### config.mk
export PLATFORM = sky130hd
export DESIGN_NAME = afi_b1_pos_div
export DESIGN_NICKNAME = d
export VERILOG_FILES = /design/src/sv/afi_b1_pkg.sv /design/src/sv/afi_b1_pos_div.sv
export SDC_FILE = /design/constraint.sdc
export NUM_CORES = 2
export LEC_CHECK = 0
export ABC_CLOCK_PERIOD_IN_PS = 3000
export BUFFER_PORTS_ARGS = -buffer_cell sky130_fd_sc_hd__buf_2
export CORE_MARGIN = 3
export CORE_UTILIZATION = 45
export DETAILED_ROUTE_END_ITERATION = 16
export HOLD_SLACK_MARGIN = 0.03
export SYNTH_ARGS = -nofsm -noshare
export SYNTH_HDL_FRONTEND = slang
export SYNTH_SLANG_ARGS = --single-unit
### constraint.sdc
create_clock -name clk -period 3 [get_ports clk]
set_input_delay 0 -clock clk [delete_from_list [all_inputs] [get_ports clk]]
set_output_delay 0 -clock clk [all_outputs]
set_load 0.01 [all_outputs]
### src/sv/afi_b1_pkg.sv
// Shared types, constants and the arccosine table builder for the AFI B1 map.
`timescale 1ns / 1ps

package afi_b1_pkg;

  // Sizing
  localparam int SAMPLE_BITS     = 16;
  localparam int ACOS_TABLE_BITS = 10;
  localparam int FIELD_W         = 16;
  localparam int ANGLE_W         = 16;
  localparam int B1_W            = 16;
  localparam int CFG_DATA_W      = 16;
  localparam int FRAC_W          = 16;

  localparam int ACOS_ENTRIES = (1 << ACOS_TABLE_BITS) + 1;
  localparam int ACOS_IDX_W   = ACOS_TABLE_BITS + 1;
  localparam int DIV_STEPS    = ACOS_TABLE_BITS + FRAC_W;
  localparam int POS_W        = DIV_STEPS + 1;
  localparam int PROD_W       = FIELD_W + CFG_DATA_W;
  localparam int NUM_W        = PROD_W + 2;
  localparam int REM_W        = NUM_W + 1;
  localparam int B1_NUM_W     = ANGLE_W + 12;

  localparam logic [FIELD_W-1:0] SAMPLE_MASK =
    (SAMPLE_BITS >= FIELD_W) ? {FIELD_W{1'b1}} : FIELD_W'((64'd1 << SAMPLE_BITS) - 64'd1);

  localparam logic [CFG_DATA_W-1:0] TR_RATIO_RESET = 16'd1280;
  localparam logic [CFG_DATA_W-1:0] NOMINAL_RESET  = 16'd15360;
  localparam logic [B1_W-1:0]       B1_UNITY       = 16'd4096;
  localparam logic [B1_W-1:0]       B1_MAX         = 16'hFFFF;
  localparam logic [ANGLE_W-1:0]    HALF_TURN      = 16'd46080;

  localparam longint HALF_TURN_L    = 46080;
  localparam longint QUARTER_TURN_L = 23040;
  localparam longint Q30_ONE        = 64'sd1 << 30;
  localparam longint PI_Q30         = 64'sd3373259426;

  // Configuration register indexes
  typedef enum logic [0:0] {
    REG_TR_RATIO     = 1'b0,
    REG_NOMINAL_FLIP = 1'b1
  } cfg_reg_t;

  typedef struct packed {
    logic [FIELD_W-1:0] first_sample;
    logic [FIELD_W-1:0] second_sample;
    logic               in_mask;
  } in_item_t;

  typedef struct packed {
    logic [ANGLE_W-1:0] flip_deg;
    logic [B1_W-1:0]    b1_ratio;
    logic               invalid;
  } result_t;

  // Per-beat flags that ride along with the datapath
  typedef struct packed {
    logic masked;
    logic no_signal;
  } side_t;

  typedef logic [ANGLE_W-1:0] acos_rom_t [ACOS_ENTRIES];

  // Cosine in Q30 of a Q8.8 degree angle in the first quadrant
  function automatic longint cos_quarter(longint a);
    longint theta;
    longint th2;
    longint term;
    longint sum;
    theta = a * PI_Q30 / HALF_TURN_L;
    th2   = (theta * theta) >>> 30;
    term  = Q30_ONE;
    sum   = Q30_ONE;
    // Nine Taylor terms, each divided by (2k-1)(2k)
    term = ((term * th2) >>> 30) / 2;
    sum  = sum - term;
    term = ((term * th2) >>> 30) / 12;
    sum  = sum + term;
    term = ((term * th2) >>> 30) / 30;
    sum  = sum - term;
    term = ((term * th2) >>> 30) / 56;
    sum  = sum + term;
    term = ((term * th2) >>> 30) / 90;
    sum  = sum - term;
    term = ((term * th2) >>> 30) / 132;
    sum  = sum + term;
    term = ((term * th2) >>> 30) / 182;
    sum  = sum - term;
    term = ((term * th2) >>> 30) / 240;
    sum  = sum + term;
    term = ((term * th2) >>> 30) / 306;
    sum  = sum - term;
    return sum;
  endfunction

  function automatic longint cos_q88(longint a);
    if (a > QUARTER_TURN_L) return -cos_quarter(HALF_TURN_L - a);
    return cos_quarter(a);
  endfunction

  // Largest angle whose cosine is at least each table point
  function automatic acos_rom_t acos_table();
    acos_rom_t t;
    longint    x;
    longint    lo;
    longint    hi;
    longint    mid;
    for (int i = 0; i < ACOS_ENTRIES; i++) begin
      x  = -Q30_ONE + longint'(i) * (64'sd1 <<< (31 - ACOS_TABLE_BITS));
      lo = 0;
      hi = HALF_TURN_L;
      while (lo < hi) begin
        mid = (lo + hi + 1) >>> 1;
        if (cos_q88(mid) >= x) lo = mid;
        else                   hi = mid - 1;
      end
      t[i] = ANGLE_W'(lo);
    end
    return t;
  endfunction

endpackage

### src/sv/afi_b1_pos_div.sv
// Pipelined restoring divider: table position, one quotient bit per stage.
`timescale 1ns / 1ps

module afi_b1_pos_div import afi_b1_pkg::*; (
  input  logic             clk,
  input  logic             rst,
  input  logic             in_valid,
  input  side_t            in_side,
  input  logic [NUM_W-1:0] dividend,
  input  logic [NUM_W-1:0] divisor,
  input  logic             force_full,
  input  logic             force_zero,
  output logic             out_valid,
  output side_t            out_side,
  output logic [POS_W-1:0] pos
);

  logic                 valid [DIV_STEPS+1];
  side_t                side  [DIV_STEPS+1];
  logic [NUM_W-1:0]     rem   [DIV_STEPS+1];
  logic [NUM_W-1:0]     dvs   [DIV_STEPS+1];
  logic [DIV_STEPS-1:0] quo   [DIV_STEPS+1];
  logic                 ffull [DIV_STEPS+1];
  logic                 fzero [DIV_STEPS+1];

  assign valid[0] = in_valid;
  assign side[0]  = in_side;
  assign rem[0]   = dividend;
  assign dvs[0]   = divisor;
  assign quo[0]   = '0;
  assign ffull[0] = force_full;
  assign fzero[0] = force_zero;

  for (genvar k = 0; k < DIV_STEPS; k++) begin : g_step
    logic [REM_W-1:0] shifted;
    logic             ge;

    // Shift in a zero and try to subtract
    assign shifted = {rem[k], 1'b0};
    assign ge      = (shifted >= REM_W'(dvs[k]));

    always_ff @(posedge clk) begin
      if (rst) begin
        valid[k+1] <= 1'b0;
      end else begin
        valid[k+1] <= valid[k];
      end
      side[k+1]  <= side[k];
      dvs[k+1]   <= dvs[k];
      ffull[k+1] <= ffull[k];
      fzero[k+1] <= fzero[k];
      quo[k+1]   <= {quo[k][DIV_STEPS-2:0], ge};
      rem[k+1]   <= ge ? NUM_W'(shifted - REM_W'(dvs[k])) : NUM_W'(shifted);
    end
  end

  // Pick clamped ends over the quotient
  always_comb begin
    if (ffull[DIV_STEPS])      pos = POS_W'(1) << DIV_STEPS;
    else if (fzero[DIV_STEPS]) pos = '0;
    else                       pos = {1'b0, quo[DIV_STEPS]};
  end

  assign out_valid = valid[DIV_STEPS];
  assign out_side  = side[DIV_STEPS];

endmodule

Yosys cells after proc, flatten, opt, wreduce, memory -nomap -nowiden. Index checks and enable logic that the tools add are counted.

Output and inout port bits: 30. Bits in registers: 2181. Bits of input ports: 75. Logic and storage cells: 309.

Magnitude comparators: 26. $add $sub $neg: 25. Mux-type cells: 27.

Operators with widths (number): $ge A35 B34 Y1 (26); $mux W34 (25); $sub A34 B34 Y34 (25); $mux W27 (1); $mux W26 (1).

Logic depth before layout (Yosys ltp).
Depth after elaboration: 2. Gate-level depth with buffers: 15. Depth with buffers taken out: 12.

Least setup slack after synthesis. OpenSTA, ideal clock, no wires.

Path kind: register to register. Start point: register dvs[140] (netlist name). End point: register rem (netlist bit g_step[23].shifted[10]). Stages on the path, launching flop included: 13. Setup time: 0.121 ns. Buffers on the path: 1. Path slack: -0.238 ns. Required time: 2.879 ns. Arrival: 3.118 ns. Cells stage by stage: dfxtp_1 inv_1 ha_1 a2111oi_4 a31oi_2 a311o_2 a31oi_4 o21ai_2 a31oi_4 o41ai_4 a21oi_4 buf_6 mux2_2.

Word-level cells in the longest chain between the ends: 2. Elaborated cells on any way between the ends: 3. Classes of those cells: add/sub: 1; order compare: 1; mux: 1.

Ends and longest elaborated chain: start: declaration (line afi_b1_pos_div.sv:21) `logic [NUM_W-1:0] dvs [DIV_STEPS+1];`; start signal: indexed assignment (line afi_b1_pos_div.sv:49) `dvs[k+1] <= dvs[k];`; $sub A34 B34 Y34 or $ge A35 B34 Y1 (tied branches) (line afi_b1_pos_div.sv:53, afi_b1_pos_div.sv:40); $mux W34 (*) (line afi_b1_pos_div.sv:53) `rem[k+1] <= ge ? NUM_W'(shifted - REM_W'(dvs[k])) : NUM_W'(shifted);`; end signal: indexed assignment (line afi_b1_pos_div.sv:53); end: declaration (line afi_b1_pos_div.sv:20) `logic [NUM_W-1:0] rem [DIV_STEPS+1];`.

Mark *: on every way between the ends. The rest lies on a longest branch, timed or not. A chain may end at the register's enable or synchronous reset.

Final worst setup path.
Start point: register dvs[73] (netlist name). End point: register rem (netlist bit g_step[25].shifted[10]).

Same word-level chain as after synthesis.

==> impl_metrics.toml <==
[outcome]
status = "complete, but fails checks"
violations = "setup timing"

[power]
comb_power_share_pct = 58.4
seqPwrFrac_pct = 25.7
p_leak_nw = 63.84
p_per_area_nw_per_um2 = 1282
finalPower_mw = 175.3
switching_power_mw = 68.22
swShare_pct = 38.92
ir_drop_uv = 680.0
p_int_mw = 107.1
p_clk_share_pct = 15.9

[worst_setup_path]
critPathCaptureType = "register"
cp.required_ns = 3.75
path_max_fanout = 8
crit_chain = "inv_1, ha_1, o21a_1, o21ai_2, a21oi_2, o311a_1, or4b_1, a221o_1, a21oi_4, o21ai_4, clkbuf_16, mux2_4"
start_kind = "register"
worst_ep_arrival_time_ns = 4.14
critPathSlowestCell = "or4b_1"
crit_buf_inv = 2
criticalPathCategory = "register to register"
max_stage_delay_ns = 0.49
crit_family = "compound AO/OA/AOI/OAI gates"

[clock_tree]
cts_sinks = 2181
cts_buffer_depth = 3
numCtsBuffers = 222
cts_tree = "built"
clk_latency_ns = 0.89
clock-root-buffer = "clkbuf_16"
cts_htree_levels = 4
clk_pin_slew_ns = 0.06

[routing]
dr_total_vias = 84010
drc_errors = 0
viasPerCell = 5.223
avgRoutedWirePerCell_um = 18.14
drtIter0Drc = 5634
dr.pass1.iters = 8
routed_wl_mm = 291.7
ant_nets = 0

[sta]
fmax_mhz = 295.5
rsz0062_at_grt = "yes"
setup_viol_count_final = 314
fin_ws_ns = -0.3844
slew_headroom_pct = 36.85
hold_violations = 0
layout_min_cycle_time_ns = 3.384
worst_pin_slew_ns = 0.9473
clock_skew_ns = 0.05477
slew_viol_final = 0
min_period_over_period_pct = 112.8

[layout]
num-fill-cells = 18320
layout-drive-gt1-share_pct = 30.55
final_core_util_pct = 62.00
seqCellArea_um2 = 43910
instances_no_fill = 16090
syn_to_final_growth_pct = 36.55
nets = 13930
multi_input_area_um2 = 58430

[place]
dp_hpwl_mm = 212.9
io_buffers = 104
dp.cells = 15160
place_congestion = 0.9213

[logic_synthesis]
synth-seq-cells = 2181
yosys.area.top_type = "dfxtp_1"
yosysSeqAreaShare_pct = 43.59
synth_top_area_share_pct = 43.59
netlist_area_um2 = 100200
syn_inst = 10790
async_flop_share_pct = 0
yosysUniqueCellTypes = 99
ys_top_cells_by_area = "dfxtp_1 44%, ha_1 11%, a21oi_1 4.8%, inv_1 4.0%, xnor2_1 3.8%"
synth_edf_count = 0
synthTopCellsByCount = "2181 x dfxtp_1, 1063 x inv_1, 970 x a21oi_1"
yosys_warnings = 0
synth_most_common_cell = "dfxtp_1"
synth-main-ff-cell = "dfxtp_1"
syn_area_per_cell_um2 = 9.279
syn-num-nets = 11780

[floorplan]
row_count = 172
coreArea_um2 = 220600
dieWidth_um = 477.8
dieArea_um2 = 228300
start_util_pct = 45.41
ios = 105
die_h_um = 477.8

[grt]
grt_pass1_wl_mm = 444.2
grt_pass1_vias = 82690
gr-usage-all-layers_pct = 23.90
grt_max_degree = 37
antenna_found_initial = 9
overflow = 0

[run]
cap_violations = 0

[hold_path]
min_path_type = "primary input to register"
through the flow:
stage | hold slack (ns) | cell area [µm²] | setup slack [ns] | setup TNS, ns
global route | 0.1249 | 136800 | -0.4380 | -78.55
global placement | 0.1026 | 116000 | -0.4960 | -101.74
floorplan | 0.02772 | 100500 | -0.09908 | -2.978
CTS | 0.03394 | 130000 | -0.3796 | -30.72
detailed placement | 0.1036 | 116000 | -0.5289 | -129.30
finish | 0.1010 | 136800 | -0.3844 | -35.98
registers in the layout (all words and copies together), names as in the netlist:
register and count:
g_step.shifted 850, ffull 26, dvs 850, fzero 26
valid 25, quo 351, out_side 2, out_valid 1
side 50
final cells by class:
| cell class | count | area share, % |
|---|---|---|
| tap | 2958 | 2.706 |
| clock inverter | 96 | 0.9139 |
| clock buffer | 308 | 4.576 |
| multi-input combinational | 7271 | 42.72 |
| antenna | 4 | 0.007319 |
| inverter | 1063 | 2.934 |
| timing repair buffer | 2204 | 14.04 |
| sequential | 2181 | 32.10 |
layer usage:
layer | vias to the layer above | track usage, % | routed length [µm]
met3 | 423 | 2.959 | 13860
met1 | 39800 | 33.30 | 138000
met2 | 1979 | 39.03 | 132900
met5 | - | 0 | 0
li1 | 41800 | - | -
met4 | 0 | 6.260 | 6876
logic make-up after synthesis:
| kind of cell | Yosys count | synth area share, % |
|---|---|---|
| multiplexers | 316 | 3.575 |
| AO/OA/AOI/OAI | 2953 | 18.57 |
| adder cells (fa/ha/maj) | 908 | 11.53 |
| XOR/XNOR | 737 | 6.445 |
| buffers and inverters | 1343 | 5.174 |
| flip-flops | 2181 | 43.59 |
| AND/OR/NAND/NOR | 2356 | 11.11 |
cell usage in the layout (no fill, tap or decap), types with 121 or more instances in the layout:
cell type,n
dfxtp_1,1996
buf_4,1692
inv_1,995
a21oi_1,824
ha_1,727
nand2_1,609
nor2_1,566
a21o_1,475
o21ai_0,440
xnor2_1,435
xor2_1,300
clkbuf_16,257
dfxtp_2,180
nand3_1,178
mux2_2,168
dlygate4sd3_1,150
mux2_4,136
ha_4,132
a21oi_2,128
nand4_1,125
o21ai_2,121
path summary, 6_finish.rpt:
check | startpoint | to | slack (ns) | depth (start not counted)
worst max-delay path | dvs[73]$_DFF_P_ | g_step[25].shifted[10]$_DFF_P_ | -0.38 | 12
worst min-delay path | rst | valid[20]$_SDFF_PP0_ | 0.10 | 3
worst max register to register | dvs[73]$_DFF_P_ | g_step[25].shifted[10]$_DFF_P_ | -0.38 | 12
worst min register to register | quo[189]$_DFF_P_ | quo[164]$_DFF_P_ | 0.29 | 0
tightest hold or removal path, cell delays in order:
cell and delay [ns]:
dlygate4sd3_1 0.53, buf_2 0.26, nor2b_1 0.14
power by group through the flow:
stage	Combinational (mW)	Sequential, mW	Clock, mW
2_1_floorplan	54.4	41.8	0
3_3_place_gp	80.3	44.9	0
3_5_place_dp	81.4	44.9	0
4_1_cts	90.3	44.6	28.6
5_1_grt	111	45.9	29.8
6_report	102	45.0	27.9
what timing repair did:
item,4_1_cts,5_1_grt
buffers inserted,156,165
hold endpoints to repair,99,0
pin swaps,306,462
hold buffers,151,0
cloned,37,39
gates resized for setup,721,1246
endpoints found under the setup margin,795,793
Power figures use the tool's default switching activity.
