[src/sv/afi_b1_pkg.sv]
// Shared types, constants and the arccosine table builder for the AFI B1 map.
`timescale 1ns / 1ps

package afi_b1_pkg;

  // Sizing
  localparam int SAMPLE_BITS     = 16;
  localparam int ACOS_TABLE_BITS = 10;
  localparam int FIELD_W         = 16;
  localparam int ANGLE_W         = 16;
  localparam int B1_W            = 16;
  localparam int CFG_DATA_W      = 16;
  localparam int FRAC_W          = 16;

  localparam int ACOS_ENTRIES = (1 << ACOS_TABLE_BITS) + 1;
  localparam int ACOS_IDX_W   = ACOS_TABLE_BITS + 1;
  localparam int DIV_STEPS    = ACOS_TABLE_BITS + FRAC_W;
  localparam int POS_W        = DIV_STEPS + 1;
  localparam int PROD_W       = FIELD_W + CFG_DATA_W;
  localparam int NUM_W        = PROD_W + 2;
  localparam int REM_W        = NUM_W + 1;
  localparam int B1_NUM_W     = ANGLE_W + 12;

  localparam logic [FIELD_W-1:0] SAMPLE_MASK =
    (SAMPLE_BITS >= FIELD_W) ? {FIELD_W{1'b1}} : FIELD_W'((64'd1 << SAMPLE_BITS) - 64'd1);

  localparam logic [CFG_DATA_W-1:0] TR_RATIO_RESET = 16'd1280;
  localparam logic [CFG_DATA_W-1:0] NOMINAL_RESET  = 16'd15360;
  localparam logic [B1_W-1:0]       B1_UNITY       = 16'd4096;
  localparam logic [B1_W-1:0]       B1_MAX         = 16'hFFFF;
  localparam logic [ANGLE_W-1:0]    HALF_TURN      = 16'd46080;

  localparam longint HALF_TURN_L    = 46080;
  localparam longint QUARTER_TURN_L = 23040;
  localparam longint Q30_ONE        = 64'sd1 << 30;
  localparam longint PI_Q30         = 64'sd3373259426;

  // Configuration register indexes
  typedef enum logic [0:0] {
    REG_TR_RATIO     = 1'b0,
    REG_NOMINAL_FLIP = 1'b1
  } cfg_reg_t;

  typedef struct packed {
    logic [FIELD_W-1:0] first_sample;
    logic [FIELD_W-1:0] second_sample;
    logic               in_mask;
  } in_item_t;

  typedef struct packed {
    logic [ANGLE_W-1:0] flip_deg;
    logic [B1_W-1:0]    b1_ratio;
    logic               invalid;
  } result_t;

  // Per-beat flags that ride along with the datapath
  typedef struct packed {
    logic masked;
    logic no_signal;
  } side_t;

  typedef logic [ANGLE_W-1:0] acos_rom_t [ACOS_ENTRIES];

  // Cosine in Q30 of a Q8.8 degree angle in the first quadrant
  function automatic longint cos_quarter(longint a);
    longint theta;
    longint th2;
    longint term;
    longint sum;
    theta = a * PI_Q30 / HALF_TURN_L;
    th2   = (theta * theta) >>> 30;
    term  = Q30_ONE;
    sum   = Q30_ONE;
    // Nine Taylor terms, each divided by (2k-1)(2k)
    term = ((term * th2) >>> 30) / 2;
    sum  = sum - term;
    term = ((term * th2) >>> 30) / 12;
    sum  = sum + term;
    term = ((term * th2) >>> 30) / 30;
    sum  = sum - term;
    term = ((term * th2) >>> 30) / 56;
    sum  = sum + term;
    term = ((term * th2) >>> 30) / 90;
    sum  = sum - term;
    term = ((term * th2) >>> 30) / 132;
    sum  = sum + term;
    term = ((term * th2) >>> 30) / 182;
    sum  = sum - term;
    term = ((term * th2) >>> 30) / 240;
    sum  = sum + term;
    term = ((term * th2) >>> 30) / 306;
    sum  = sum - term;
    return sum;
  endfunction

  function automatic longint cos_q88(longint a);
    if (a > QUARTER_TURN_L) return -cos_quarter(HALF_TURN_L - a);
    return cos_quarter(a);
  endfunction

  // Largest angle whose cosine is at least each table point
  function automatic acos_rom_t acos_table();
    acos_rom_t t;
    longint    x;
    longint    lo;
    longint    hi;
    longint    mid;
    for (int i = 0; i < ACOS_ENTRIES; i++) begin
      x  = -Q30_ONE + longint'(i) * (64'sd1 <<< (31 - ACOS_TABLE_BITS));
      lo = 0;
      hi = HALF_TURN_L;
      while (lo < hi) begin
        mid = (lo + hi + 1) >>> 1;
        if (cos_q88(mid) >= x) lo = mid;
        else                   hi = mid - 1;
      end
      t[i] = ANGLE_W'(lo);
    end
    return t;
  endfunction

endpackage

[src/sv/afi_b1_front.sv]
// Front end: ratio products, fraction terms, sign fix and range classification.
`timescale 1ns / 1ps

module afi_b1_front import afi_b1_pkg::*; (
  input  logic                    clk,
  input  logic                    rst,
  input  logic                    in_valid,
  input  side_t                   in_side,
  input  logic [FIELD_W-1:0]      t1,
  input  logic [FIELD_W-1:0]      t2,
  input  logic [CFG_DATA_W-1:0]   tr_ratio,
  output logic                    out_valid,
  output side_t                   out_side,
  output logic [NUM_W-1:0]        dividend,
  output logic [NUM_W-1:0]        divisor,
  output logic                    force_full,
  output logic                    force_zero
);

  logic [3:0]               valid;
  side_t                    side [4];

  logic [PROD_W-1:0]        p1n;
  logic [PROD_W-1:0]        p2n;
  logic [FIELD_W-1:0]       t1_d;
  logic [FIELD_W-1:0]       t2_d;
  logic signed [NUM_W-1:0]  num;
  logic signed [NUM_W-1:0]  den;
  logic signed [NUM_W-1:0]  num_n;
  logic signed [NUM_W-1:0]  den_n;

  // Advance valid bits and flags
  always_ff @(posedge clk) begin
    if (rst) begin
      valid <= '0;
    end else begin
      valid <= {valid[2:0], in_valid};
    end
    side[0] <= in_side;
    side[1] <= side[0];
    side[2] <= side[1];
    side[3] <= side[2];
  end

  // Stage 1: products with the TR ratio
  always_ff @(posedge clk) begin
    p2n  <= PROD_W'(t2) * PROD_W'(tr_ratio);
    p1n  <= PROD_W'(t1) * PROD_W'(tr_ratio);
    t1_d <= t1;
    t2_d <= t2;
  end

  // Stage 2: numerator and denominator of the fraction
  always_ff @(posedge clk) begin
    num <= $signed(NUM_W'(p2n)) - $signed(NUM_W'({t1_d, 8'h00}));
    den <= $signed(NUM_W'(p1n)) - $signed(NUM_W'({t2_d, 8'h00}));
  end

  // Stage 3: make the denominator nonnegative
  always_ff @(posedge clk) begin
    if (den < 0) begin
      num_n <= -num;
      den_n <= -den;
    end else begin
      num_n <= num;
      den_n <= den;
    end
  end

  // Stage 4: clamp outside [-1,1], else set up (num+den)/(2*den)
  always_ff @(posedge clk) begin
    if (den_n == '0) begin
      force_full <= (num_n >= 0);
      force_zero <= (num_n < 0);
    end else begin
      force_full <= (num_n >= den_n);
      force_zero <= (num_n <= -den_n);
    end
    dividend <= NUM_W'(num_n + den_n);
    divisor  <= NUM_W'(den_n <<< 1);
  end

  assign out_valid = valid[3];
  assign out_side  = side[3];

endmodule

[config.mk]
export PLATFORM = sky130hd
export DESIGN_NAME = afi_b1_front
export DESIGN_NICKNAME = d
export VERILOG_FILES = /design/src/sv/afi_b1_pkg.sv /design/src/sv/afi_b1_front.sv
export SDC_FILE = /design/constraint.sdc
export NUM_CORES = 2
export LEC_CHECK = 0
export ABC_AREA = 0
export ABC_CLOCK_PERIOD_IN_PS = 9300
export BUFFER_PORTS_ARGS = -buffer_cell sky130_fd_sc_hd__buf_2
export CELL_PAD_IN_SITES_DETAIL_PLACEMENT = 0
export CELL_PAD_IN_SITES_GLOBAL_PLACEMENT = 1
export CORE_MARGIN = 4
export CORE_UTILIZATION = 35
export DETAILED_ROUTE_END_ITERATION = 7
export PLACE_DENSITY_LB_ADDON = 0.1
export SETUP_SLACK_MARGIN = 0.15
export SYNTH_ARGS = -nofsm -noshare
export SYNTH_HDL_FRONTEND = slang
export SYNTH_SLANG_ARGS = --single-unit
export TNS_END_PERCENT = 100
[constraint.sdc]
create_clock -name clk -period 9.3 [get_ports clk]
set_input_delay 0.93 -clock clk [delete_from_list [all_inputs] [get_ports clk]]
set_output_delay 0.93 -clock clk [all_outputs]
set_load 0.01 [all_outputs]
**Yosys cells after proc, flatten, opt, wreduce, memory -nomap -nowiden**

Memory sizes are Yosys's and may differ from the RTL's.
Cells that the tools add are included.

- Add/subtract/negate cells: 6
- Multiply operators: 2
- Magnitude comparators: 5
- Muxes and demuxes: 4
- Reductions and logical operators: 1

Operator list:

| kind | count |
|---|---|
| $mux W34 | 2 |
| $neg A33 Y34 | 2 |
| $sub A32 B24 Y33 | 2 |
| $mul A16 B16 Y32 | 2 |
| $add A34 B34 Y34 | 1 |
| $ge A34 B1 Y1 const B | 1 |
| $ge A34 B34 Y1 | 1 |
| $le A34 B34 Y1 | 1 |
| $logic_not A34 Y1 | 1 |
| $lt A34 B1 Y1 const B | 1 |
| $neg A34 Y34 | 1 |
| $lt A33 B1 Y1 const B | 1 |
| $mux W1 | 2 |

- Register bits after elaboration: 303
- Memory bits (writable): 8
- Input bits: 53
- Output and inout port bits: 73
- Memories kept: 1

Memories:

| name | words | bits a word | rd ports | clocked after Yosys merged registers in | wr ports | RTL line | source |
|---|---|---|---|---|---|---|---|
| side | 4 | 2 | 4 | 0 | 4 | afi_b1_front.sv:21 | `side_t side [4];` |

**Longest topological paths before layout**

- Depth in word-level cells: 3
- Depth in mapped cells: 23
- Mapped depth without buffers: 22

**Worst setup path before layout**

Ideal clock, no wire load.

- Path kind: input -> register
- Start point: in tr_ratio[1]
- End point: reg p1n[31]
- Setup time: 0.072 ns
- Arrival: 6.372 ns
- Setup slack: 2.856 ns
- Stages: 21
- Buffers on the path: 1
- Cells stage by stage: clkbuf_1 -> nand2_1 -> fa_1 -> fa_1 -> fa_1 -> fa_1 -> inv_1 -> fa_1 -> inv_1 -> fa_1 -> inv_1 -> ha_1 -> o21a_1 -> o2111ai_1 -> a2bb2oi_1 -> o21ai_0 -> a311oi_1 -> o31ai_1 -> a21o_1 -> a21oi_1 -> xnor2_1

- Longest elaborated chain between the ends: 1

RTL lines:

| what | RTL line | source |
|---|---|---|
| start, declared | afi_b1_front.sv:11 | `input logic [CFG_DATA_W-1:0] tr_ratio,` |
| $mul A16 B16 Y32 | afi_b1_front.sv:48 | `p1n <= PROD_W'(t1) * PROD_W'(tr_ratio);` |
| end signal, assigned | afi_b1_front.sv:48 |  |
| end, declared | afi_b1_front.sv:23 | `logic [PROD_W-1:0] p1n;` |

No other way between the ends.
A chain may end at the register's enable or synchronous reset.

**Final worst setup path**

Ends and elaborated chain as after synthesis.

==> metrics <==
Die Span Y just over 300 µm; H-tree levels 2; Worst Tran Pin Value ~1.2 ns; clock buffer depth 3; Synth cell types between 70 and 80; clock latency on the worst-skew pair ~0.55 ns; number of enable flip-flop cells after synthesis 0; Worst Setup End Kind flip-flop; WHS Path Cells 0; Die Area 0.0909 mm²; postcts setup bufs 0; Core Box Area around 0.085 mm²; Critical R2R Launch den_n[5]$_DFF_P_; status finished, final reports clean; ANT cells 0; max-cap viol count 0; Critical Path Start Type input pin; vias in the first global route ~24000; ANT nets after route 0; Clock Pin Slew Worst Setup and Hold Paths approximately 0.060 ns; Multi-input gate area about 0.021 mm²; final setup TNS 0 ns; crit share post-route 0.735; sequential-to-total area share from yosys stat 0.206; Syn Area/Cell between 9 and 10 µm²; RSZ-0062 raised after global routing no; Slew headroom 0.216; CTS tree yes; largest area contributor in the netlist fa_1; sequential cell area 0.00623 mm²; IO buf count 124; Die X 302 µm; Syn Std Cell Area a little over 0.03 mm²; Synth Warn # 0; Inserted Clock Buffers 37; Post-Route Skew approximately 0.016 ns; Synth Flop Type dfxtp_1; FF+latch count, synth 311; hold crit path type flip-flop to flip-flop; vias per inst between 4 and 5; R2R Path End force_zero$_DFF_P_; Final nets 4119; most common cell after layout, fill and taps aside inv_1; io pins roughly 130; Async S/R FF share, synth 0; commonest non-fill, non-tap cells in the layout inv_1, fa_1, nand2_1, ha_1, dfxtp_1; CP Class input pin to flip-flop; GRT Util Overall 0.183; Hold Fails Final Rpt 0; post-DP HPWL approximately 64 mm; initial antenna violation count 1; DRT Wirelength between 80 and 90 mm; Critical Path RT 9.77 ns; hold path endpoint den[3]$_DFF_P_; post-CTS sizing 0; Fmax 146 MHz; share of cells above drive strength 1 0.0634; DRC 0; Setup-failing EPs final 0; Via Count ~22000; Reg2Reg Setup Slack 5.02 ns; synth top area cells fa_1, dfxtp_1, ha_1; largest net degree at the start of global routing 68; First-pass DRT Iterations 5; FILL cells approximately 8700; Max Fanout on Critical Path 32; first-pass GRT wire length approximately 130 mm; row count 107; GP Congestion 0.825; Final Util 0.388; Root Driver clkbuf_16; Hold Buf Count CTS 0; crit path time final 6.84 ns; Starting DRT DRC Count between 800 and 900; crit path DAT 7.30 ns; clk sinks between 300 and 400; reg2reg path depth 17; cell count after synthesis ~3300; Slew Limit Fails 0; Hold Path Origin p1n[3]$_DFF_P_; synthesis-to-layout area growth 9.81%; wire per inst around 18 µm; remaining global-route overflow 0; Starting Density 0.354; Synth top area share 0.260
routing by layer:
metal  up-vias  track usage  part of all wire
met5         -            0                 0
li1      10400            -                 -
met3       102       0.0185             0.038
met2       414        0.317              0.47
met4         0       0.0443             0.024
met1     10800        0.247              0.47
flip-flops by register name, summed over array words and instances (netlist names):
signal	flops
den_n	34
valid	4
num_n	34
t2_d	16
force_zero	1
p1n	32
dividend	34
p2n	32
den	33
num	33
force_full	1
side	8
divisor	33
t1_d	16
cell usage after synthesis, types with 13 or more instances:
library cell  number
ha_1             343
o21ai_0           61
o21a_1            14
nor2b_1           24
a21oi_1          111
nor4_1            14
or3_1             20
xnor2_1          170
fa_1             391
and2_1           251
nand2_1          353
clkbuf_1         106
nor3_1            45
nor2_1           112
o41ai_1           13
a21o_1            51
nand2b_1          19
nand3_1           30
nand4_1           24
inv_1            573
dfxtp_1          311
o21bai_1          20
xor2_1            48
o31ai_1           22
worst max path at each step:
stage,start,end,slack (ns),cells past startpoint
floorplan,tr_ratio[1],p1n[31]$_DFF_P_,2.86,21
global placement,tr_ratio[7],p1n[31]$_DFF_P_,1.98,21
detailed placement,tr_ratio[1],p1n[31]$_DFF_P_,1.88,21
CTS,tr_ratio[1],p1n[31]$_DFF_P_,2.46,21
global route,tr_ratio[1],p2n[25]$_DFF_P_,2.11,21
finish,tr_ratio[1],p1n[31]$_DFF_P_,2.46,21
logic make-up after synthesis:
logic type                 after synthesis  share of synthesized area
other                                    1                   0.000124
adders and majority gates              734                      0.402
xor gates and xnor gates               218                     0.0633
muxes                                    1                   0.000373
DFF                                    311                      0.206
AOI/OAI and AO/OA                      381                     0.0840
buffers and inverters                  681                     0.0849
and+or+nand+nor                        949                      0.159
stage by stage:
stage | instance area [µm²] | cells | setup WS (ns) | hold WS, ns
2_1_floorplan | 30200 | 3277 | 2.86 | 0.310
3_3_place_gp | 31800 | 4437 | 1.98 | 0.310
3_5_place_dp | 31800 | 4437 | 1.88 | 0.312
4_1_cts | 33100 | 4503 | 2.46 | 0.318
5_1_grt | 33100 | 4503 | 2.11 | 0.330
6_report | 33100 | 4503 | 2.46 | 0.326
worst max-delay path: stages:
cell and delay (ns):
buf_2 0.61, nand2_1 0.18, fa_1 0.53, fa_1 0.58
fa_1 0.45, fa_1 0.54, inv_1 0.05, fa_1 0.47
inv_1 0.05, fa_1 0.47, inv_1 0.04, ha_1 0.31
o21a_1 0.22, o2111ai_1 0.24, a2bb2oi_1 0.17, o21ai_0 0.27
a311oi_1 0.50, o31ai_1 0.18, a21o_1 0.20, a21oi_1 0.16
xnor2_1 0.13
layout make-up:
class | instances | area share
clock buffer | 47 | 0.0312
clock inverter | 19 | 0.00835
inverter | 573 | 0.0649
multi-input combinational | 2285 | 0.646
sequential | 311 | 0.188
tap | 1144 | 0.0432
timing repair buffer | 124 | 0.0187
Power is left out: the tool's default activity adds up to more than one toggle a clock period on the data nets, which glitch-free logic cannot reach.
