### src/sv/afi_b1_pkg.sv
// Shared types, constants and the arccosine table builder for the AFI B1 map.
`timescale 1ns / 1ps

package afi_b1_pkg;

  // Sizing
  localparam int SAMPLE_BITS     = 16;
  localparam int ACOS_TABLE_BITS = 10;
  localparam int FIELD_W         = 16;
  localparam int ANGLE_W         = 16;
  localparam int B1_W            = 16;
  localparam int CFG_DATA_W      = 16;
  localparam int FRAC_W          = 16;

  localparam int ACOS_ENTRIES = (1 << ACOS_TABLE_BITS) + 1;
  localparam int ACOS_IDX_W   = ACOS_TABLE_BITS + 1;
  localparam int DIV_STEPS    = ACOS_TABLE_BITS + FRAC_W;
  localparam int POS_W        = DIV_STEPS + 1;
  localparam int PROD_W       = FIELD_W + CFG_DATA_W;
  localparam int NUM_W        = PROD_W + 2;
  localparam int REM_W        = NUM_W + 1;
  localparam int B1_NUM_W     = ANGLE_W + 12;

  localparam logic [FIELD_W-1:0] SAMPLE_MASK =
    (SAMPLE_BITS >= FIELD_W) ? {FIELD_W{1'b1}} : FIELD_W'((64'd1 << SAMPLE_BITS) - 64'd1);

  localparam logic [CFG_DATA_W-1:0] TR_RATIO_RESET = 16'd1280;
  localparam logic [CFG_DATA_W-1:0] NOMINAL_RESET  = 16'd15360;
  localparam logic [B1_W-1:0]       B1_UNITY       = 16'd4096;
  localparam logic [B1_W-1:0]       B1_MAX         = 16'hFFFF;
  localparam logic [ANGLE_W-1:0]    HALF_TURN      = 16'd46080;

  localparam longint HALF_TURN_L    = 46080;
  localparam longint QUARTER_TURN_L = 23040;
  localparam longint Q30_ONE        = 64'sd1 << 30;
  localparam longint PI_Q30         = 64'sd3373259426;

  // Configuration register indexes
  typedef enum logic [0:0] {
    REG_TR_RATIO     = 1'b0,
    REG_NOMINAL_FLIP = 1'b1
  } cfg_reg_t;

  typedef struct packed {
    logic [FIELD_W-1:0] first_sample;
    logic [FIELD_W-1:0] second_sample;
    logic               in_mask;
  } in_item_t;

  typedef struct packed {
    logic [ANGLE_W-1:0] flip_deg;
    logic [B1_W-1:0]    b1_ratio;
    logic               invalid;
  } result_t;

  // Per-beat flags that ride along with the datapath
  typedef struct packed {
    logic masked;
    logic no_signal;
  } side_t;

  typedef logic [ANGLE_W-1:0] acos_rom_t [ACOS_ENTRIES];

  // Cosine in Q30 of a Q8.8 degree angle in the first quadrant
  function automatic longint cos_quarter(longint a);
    longint theta;
    longint th2;
    longint term;
    longint sum;
    theta = a * PI_Q30 / HALF_TURN_L;
    th2   = (theta * theta) >>> 30;
    term  = Q30_ONE;
    sum   = Q30_ONE;
    // Nine Taylor terms, each divided by (2k-1)(2k)
    term = ((term * th2) >>> 30) / 2;
    sum  = sum - term;
    term = ((term * th2) >>> 30) / 12;
    sum  = sum + term;
    term = ((term * th2) >>> 30) / 30;
    sum  = sum - term;
    term = ((term * th2) >>> 30) / 56;
    sum  = sum + term;
    term = ((term * th2) >>> 30) / 90;
    sum  = sum - term;
    term = ((term * th2) >>> 30) / 132;
    sum  = sum + term;
    term = ((term * th2) >>> 30) / 182;
    sum  = sum - term;
    term = ((term * th2) >>> 30) / 240;
    sum  = sum + term;
    term = ((term * th2) >>> 30) / 306;
    sum  = sum - term;
    return sum;
  endfunction

  function automatic longint cos_q88(longint a);
    if (a > QUARTER_TURN_L) return -cos_quarter(HALF_TURN_L - a);
    return cos_quarter(a);
  endfunction

  // Largest angle whose cosine is at least each table point
  function automatic acos_rom_t acos_table();
    acos_rom_t t;
    longint    x;
    longint    lo;
    longint    hi;
    longint    mid;
    for (int i = 0; i < ACOS_ENTRIES; i++) begin
      x  = -Q30_ONE + longint'(i) * (64'sd1 <<< (31 - ACOS_TABLE_BITS));
      lo = 0;
      hi = HALF_TURN_L;
      while (lo < hi) begin
        mid = (lo + hi + 1) >>> 1;
        if (cos_q88(mid) >= x) lo = mid;
        else                   hi = mid - 1;
      end
      t[i] = ANGLE_W'(lo);
    end
    return t;
  endfunction

endpackage

### src/sv/afi_b1_ratio_div.sv
// B1 ratio: rounded flip/nominal in Q4.12 through a pipelined divider.
`timescale 1ns / 1ps

module afi_b1_ratio_div import afi_b1_pkg::*; (
  input  logic                  clk,
  input  logic                  rst,
  input  logic                  in_valid,
  input  side_t                 in_side,
  input  logic [ANGLE_W-1:0]    flip,
  input  logic [CFG_DATA_W-1:0] nominal,
  output logic                  out_valid,
  output side_t                 out_side,
  output logic [ANGLE_W-1:0]    flip_out,
  output logic [B1_W-1:0]       b1
);

  logic [B1_NUM_W-1:0]   numer;
  logic                  sat_now;

  logic                  valid [B1_W+1];
  side_t                 side  [B1_W+1];
  logic [CFG_DATA_W-1:0] rem   [B1_W+1];
  logic [B1_W-1:0]       low   [B1_W+1];
  logic [B1_W-1:0]       quo   [B1_W+1];
  logic                  sat   [B1_W+1];
  logic [ANGLE_W-1:0]    fl    [B1_W+1];

  // Prep: scaled angle plus half the divisor, saturate when quotient overflows
  assign numer   = {flip, 12'h000} + B1_NUM_W'(nominal >> 1);
  assign sat_now = ((CFG_DATA_W+B1_W)'(numer) >= {nominal, 16'h0000});

  always_ff @(posedge clk) begin
    if (rst) begin
      valid[0] <= 1'b0;
    end else begin
      valid[0] <= in_valid;
    end
    side[0] <= in_side;
    rem[0]  <= CFG_DATA_W'(numer[B1_NUM_W-1:B1_W]);
    low[0]  <= numer[B1_W-1:0];
    quo[0]  <= '0;
    sat[0]  <= sat_now;
    fl[0]   <= flip;
  end

  for (genvar k = 0; k < B1_W; k++) begin : g_step
    logic [CFG_DATA_W:0] shifted;
    logic                ge;

    // Bring down the next numerator bit
    assign shifted = {rem[k], low[k][B1_W-1]};
    assign ge      = (shifted >= {1'b0, nominal});

    always_ff @(posedge clk) begin
      if (rst) begin
        valid[k+1] <= 1'b0;
      end else begin
        valid[k+1] <= valid[k];
      end
      side[k+1] <= side[k];
      low[k+1]  <= {low[k][B1_W-2:0], 1'b0};
      quo[k+1]  <= {quo[k][B1_W-2:0], ge};
      sat[k+1]  <= sat[k];
      fl[k+1]   <= fl[k];
      rem[k+1]  <= ge ? CFG_DATA_W'(shifted - {1'b0, nominal}) : CFG_DATA_W'(shifted);
    end
  end

  assign out_valid = valid[B1_W];
  assign out_side  = side[B1_W];
  assign flip_out  = fl[B1_W];
  assign b1        = sat[B1_W] ? B1_MAX : quo[B1_W];

endmodule

### config.mk
export PLATFORM = sky130hd
export DESIGN_NAME = afi_b1_ratio_div
export DESIGN_NICKNAME = d
export VERILOG_FILES = /design/src/sv/afi_b1_pkg.sv /design/src/sv/afi_b1_ratio_div.sv
export SDC_FILE = /design/constraint.sdc
export NUM_CORES = 1
export LEC_CHECK = 0
export BUFFER_PORTS_ARGS = -buffer_cell sky130_fd_sc_hd__buf_2
export CAP_MARGIN = 20
export CORE_ASPECT_RATIO = 0.9
export CORE_MARGIN = 1.5
export CORE_UTILIZATION = 40
export CTS_CLUSTER_SIZE = 16
export DETAILED_ROUTE_END_ITERATION = 7
export PLACE_DENSITY = 0.6
export SLEW_MARGIN = 20
export SYNTH_ARGS = -nofsm -noshare
export SYNTH_HDL_FRONTEND = slang
export SYNTH_SLANG_ARGS = --single-unit
### constraint.sdc
create_clock -name clk -period 4.7 [get_ports clk]
set_clock_uncertainty 0.1 [all_clocks]
set_input_delay 0.94 -clock clk [delete_from_list [all_inputs] [get_ports clk]]
set_output_delay 0.94 -clock clk [all_outputs]
set_load 0.01 [all_outputs]
Yosys cells after proc, flatten, opt, wreduce, memory -nomap -nowiden

Memories as Yosys holds them, arrays and structs flattened.
Index checks and enable logic that the tools add are counted.

Add/subtract/negate cells: 17
Mux-type cells: 37
Bitwise gates (word level): 17
Magnitude comparators: 17

Operators by type and width:

| kind             | number |
|---|---|
| $ge A17 B16 Y1   | 16 |
| $mux W16         | 17 |
| $sub A16 B16 Y16 | 16 |
| $ge A28 B32 Y1   | 1 |
| $add A28 B15 Y28 | 1 |
| $mux W1          | 20 |
| $or A1 B1 Y1     | 17 |

Memories: 7
Bits of input ports: 37
Memory bits (writable): 1156
Flip-flop bits (word level): 0

Memory list:

| memory      | words | bits a word | read ports | clocked after memory_dff | wr ports | RTL line               | source |
|---|---|---|---|---|---|---|---|
| fl          | 17    | 16          | 17         | 0                        | 17       | afi_b1_ratio_div.sv:26 | `logic [ANGLE_W-1:0] fl [B1_W+1];` |
| low         | 17    | 16          | 16         | 0                        | 17       | afi_b1_ratio_div.sv:23 | `logic [B1_W-1:0] low [B1_W+1];` |
| quo         | 17    | 16          | 17         | 0                        | 17       | afi_b1_ratio_div.sv:24 | `logic [B1_W-1:0] quo [B1_W+1];` |
| rem         | 17    | 16          | 16         | 0                        | 17       | afi_b1_ratio_div.sv:22 | `logic [CFG_DATA_W-1:0] rem [B1_W+1];` |
| side        | 17    | 2           | 17         | 0                        | 17       | afi_b1_ratio_div.sv:21 | `side_t side [B1_W+1];` |
| sat         | 17    | 1           | 17         | 0                        | 17       | afi_b1_ratio_div.sv:25 | `logic sat [B1_W+1];` |
| +1 memories | n/a   | n/a         | n/a        | n/a                      | n/a      | n/a                    |  |

Logic depth before layout (Yosys ltp)

Word-level depth: 3
Depth in mapped cells: 14
Gate-level depth less buffers: 14

Least setup slack after synthesis

Ideal clock, no wire load.

Path kind: input-to-reg
Start point: input nominal[1]
End point: memory rem[2][8] (netlist: rem[0][40])
Path buffers: 1
Slack: 0.673 ns
Stages on the path: 10
Data arrival time: 3.806 ns
Path through: inv_1 -> ha_1 -> nor2b_4 -> o31a_1 -> o311a_4 -> o41ai_2 -> a21oi_1 -> a2111oi_4 -> buf_6 -> mux2_2

RTL lines:

| what        | RTL line               | source |
|---|---|---|
| from (decl) | afi_b1_ratio_div.sv:10 | `input logic [CFG_DATA_W-1:0] nominal,` |
| to (decl)   | afi_b1_ratio_div.sv:22 |  |

==> impl_metrics.env <==
export IMPL_arrival_ns=4.09
export IMPL_nNetsFinal=3430
export IMPL_holdBufCountCts=0
export IMPL_synth_edf_count=0
export IMPL_dpl_instance_area_um2=34500
export IMPL_drc_errors=0
export IMPL_vias=21200
export IMPL_slew_headroom_pct=33.9
export IMPL_cts_root_buf="clkbuf_16"
export IMPL_ir_drop_mv=0.383
export IMPL_start_util_pct=40.4
export IMPL_cts_max_level=3
export IMPL_diodes=0
export IMPL_worstHoldStart="quo[0][48]"
export IMPL_dp_cells=4081
export IMPL_grt_ovfl_total=0
export IMPL_clock_latency_ns=0.65
export IMPL_cts_resized=0
export IMPL_std_cell_rows=99
export IMPL_rsz0062_at_grt="false"
export IMPL_synth_nets=3270
export IMPL_synth_cell_types=79
export IMPL_pwr_share_clk_pct=25.8
export IMPL_yosysTopAreaCell="dfxtp_1"
export IMPL_port_buffers=71
export IMPL_postSynthCellCount=2949
export IMPL_p_leak_nw=16.1
export IMPL_cts_path_max_buffers=3
export IMPL_core_um2=80900
export IMPL_cp_required_ns=5.18
export IMPL_yosysWarnings=0
export IMPL_drv_cap=0
export IMPL_grt_use_met3_pct=3.31
export IMPL_intPower_w=0.0186
export IMPL_io_pins=72
export IMPL_grt_pass1_vias=20400
export IMPL_die_height_um=274
export IMPL_use_met1_pct=23.1
export IMPL_r2r_end="rem[0][101]"
export IMPL_min_path_cells=0
export IMPL_crit_slowest_cell="or4b_2"
export IMPL_worstPathCellList="buf_2 > inv_1 > buf_4 > ha_1 > o21a_1 > o31a_1 > o31ai_1 > a21oi_1 > buf_4 > or4b_2 > nand3_1 > mux2_2"
export IMPL_fp_dieW_um=304
export IMPL_netSwitchingFraction_pct=33.3
export IMPL_fin_tns_setup_ns=0
export IMPL_clkSinkCount=864
export IMPL_hold_class="reg -> reg"
export IMPL_cts_clk_slew_worst_paths_ns=0.06
export IMPL_firstDrtPassIters=5
export IMPL_max_freq_mhz=277
export IMPL_hold_violations=0
export IMPL_fin_crit_sh_pct=76.8
export IMPL_cts_tree="built"
export IMPL_design_area_um2=37600
export IMPL_startpoint_type="input port"
export IMPL_track_usage_pct=16.6
export IMPL_finalSetupViolCount=0
export IMPL_grt_max_degree=30
export IMPL_yosysSeqAreaShare_pct=53.0
export IMPL_busiest_layer="met2"
export IMPL_fin_cells=4240
export IMPL_drive_above_1_share_pct=15.2
export IMPL_dieArea_um2=83400
export IMPL_grt_pass1_wl_mm=110
export IMPL_async_reset_ff_share_pct=0
export IMPL_cpMostUsedCell="buf_4"
export IMPL_cts_buffers=86
export IMPL_tightest_slew_ns=0.990
export IMPL_ys_flop_type="dfxtp_1"
export IMPL_r2r_cells=8
export IMPL_drt_iter0_drc=1219
export IMPL_avgViaCountPerCell=4.99
export IMPL_power_switching_w=0.00927
export IMPL_fin_crit_ns=3.61
export IMPL_outcome="completed"
export IMPL_fin_util_pct=46.4
export IMPL_postRouteAntennaNets=0
export IMPL_place_congestion=0.835
export IMPL_antenna_found_initial=0
export IMPL_wirelength_mm=68.8
export IMPL_area_growth_pct=15.0
export IMPL_slew_viol_final=0
export IMPL_place_hpwl_mm=50.2
export IMPL_use_met2_pct=25.5
export IMPL_avgSynthCellArea_um2=11.1
export IMPL_ys_ff_latch=864
export IMPL_wl_per_cell_um=16.2
export IMPL_ys_top_cells_by_area="dfxtp_1 53%, ha_1 10%, mux2_2 5.2%"
export IMPL_r2r_start="rem[0][80]"
export IMPL_holdPathEnd="quo[0][65]"
export IMPL_crit_path_end_kind="register"
export IMPL_reg2reg_slack_ns=1.58
export IMPL_worstSetupPathType="in -> reg"
export IMPL_synth_top_cell_area_share_pct=53.0
export IMPL_power_density_nw_per_um2=741
export IMPL_crit_path_max_incr_delay_ns=0.61
export IMPL_synthesis_area_um2=32700
export IMPL_worstPathMaxFanout=9
export IMPL_post_cts_setup_buffer_count=0
export IMPL_combPwrFrac_pct=38.7
export IMPL_p_seq_share_pct=35.5
[layout by cell type, fill, tap and decap left out, types with 36 or more instances in the layout]
master and count:
buf_4 55, buf_2 71, o21ai_0 139, a21oi_1 163
xor2_1 60, nand3_1 47, mux2_2 152, nand2_1 137
clkbuf_16 86, xnor2_1 103, nand4_1 36, dfxtp_1 864
nor2b_1 58, o21a_1 57, ha_1 268, a21o_1 55
nor2_1 174, inv_1 100, nor3_1 51
[power groups by stage]
stage	sequential, W	combinational (W)	clock [W]
floorplan	0.00968	0.00854	0
global placement	0.0101	0.0106	0
detailed placement	0.0101	0.0107	0
CTS	0.00991	0.0107	0.00742
global route	0.0101	0.0120	0.00775
finish	0.00989	0.0108	0.00718
[cell families (layout without fill, tap and decap cells)]
group / count (synthesis) / count (layout) / synth area share [%]
adders and majority gates: 284 / 284 / 11.3
AOI/OAI and AO/OA: 633 / 633 / 12.9
xor gates and xnor gates: 163 / 163 / 4.37
DFF: 864 / 864 / 53.0
muxes: 182 / 182 / 6.16
buffers and inverters: 159 / 390 / 2.10
and+or+nand+nor: 664 / 664 / 10.3
[flip-flops by register name, summed over array words and instances, names as in the netlist]
register,cells
side,34
rem,252
low,136
fl,272
quo,136
valid,17
sat,17
[cells in the mapped netlist (29+ instances only)]
library cell / n
dfxtp_1: 864
ha_1: 268
nor2_1: 175
a21oi_1: 163
mux2_2: 152
o21ai_0: 139
nand2_1: 137
xnor2_1: 103
inv_1: 100
xor2_1: 60
nor2b_1: 58
o21a_1: 57
a21o_1: 55
nor3_1: 51
nand3_1: 47
nand4_1: 36
mux2i_1: 30
nand2b_1: 29
or2_2: 29
[stage by stage]
step	total power [W]	hold WS, ns	worst slack, ns
floorplan	0.0182	0.210	0.673
global placement	0.0207	0.209	0.432
detailed placement	0.0207	0.212	0.391
CTS	0.0281	0.217	1.04
global route	0.0299	0.220	0.897
finish	0.0278	0.216	1.09
[final cells by class]
class | count | area, um^2
fillers | 7468 | 43300
clock buffers | 112 | 2380
clock inverters | 47 | 637
well taps | 1060 | 1330
flip-flops and latches | 864 | 17300
inverters | 100 | 375
repair buffers | 131 | 868
multi-input cells | 1926 | 14700
[metal layers]
| metal | share of wire (%) | vias up |
|---|---|---|
| met3 | 5.0 | 134 |
| met4 | 2.8 | 0 |
| met2 | 42 | 402 |
| met1 | 50 | 9761 |
| met5 | 0 | - |
| li1 | - | 10900 |
[critical path: cells and delay by family]
kind	cells	cell delay, ns
multiplexers	1	0.14
AO/OA/AOI/OAI	4	0.94
adder cells (fa/ha/maj)	1	0.31
AND/OR/NAND/NOR	2	0.71
buffers and inverters	4	1.04
[worst max path at each step]
stage | slack, ns | endpoint | startpoint | depth (start not counted)
floorplan | 0.67 | rem[0][40] | nominal[1] | 10
finish | 1.09 | rem[0][221] | nominal[2] | 12
global route | 0.90 | rem[0][206] | nominal[2] | 11
detailed placement | 0.39 | rem[0][195] | nominal[8] | 11
global placement | 0.43 | rem[0][194] | nominal[8] | 11
CTS | 1.04 | rem[0][195] | nominal[8] | 11
(Power assumes the default switching activity.)
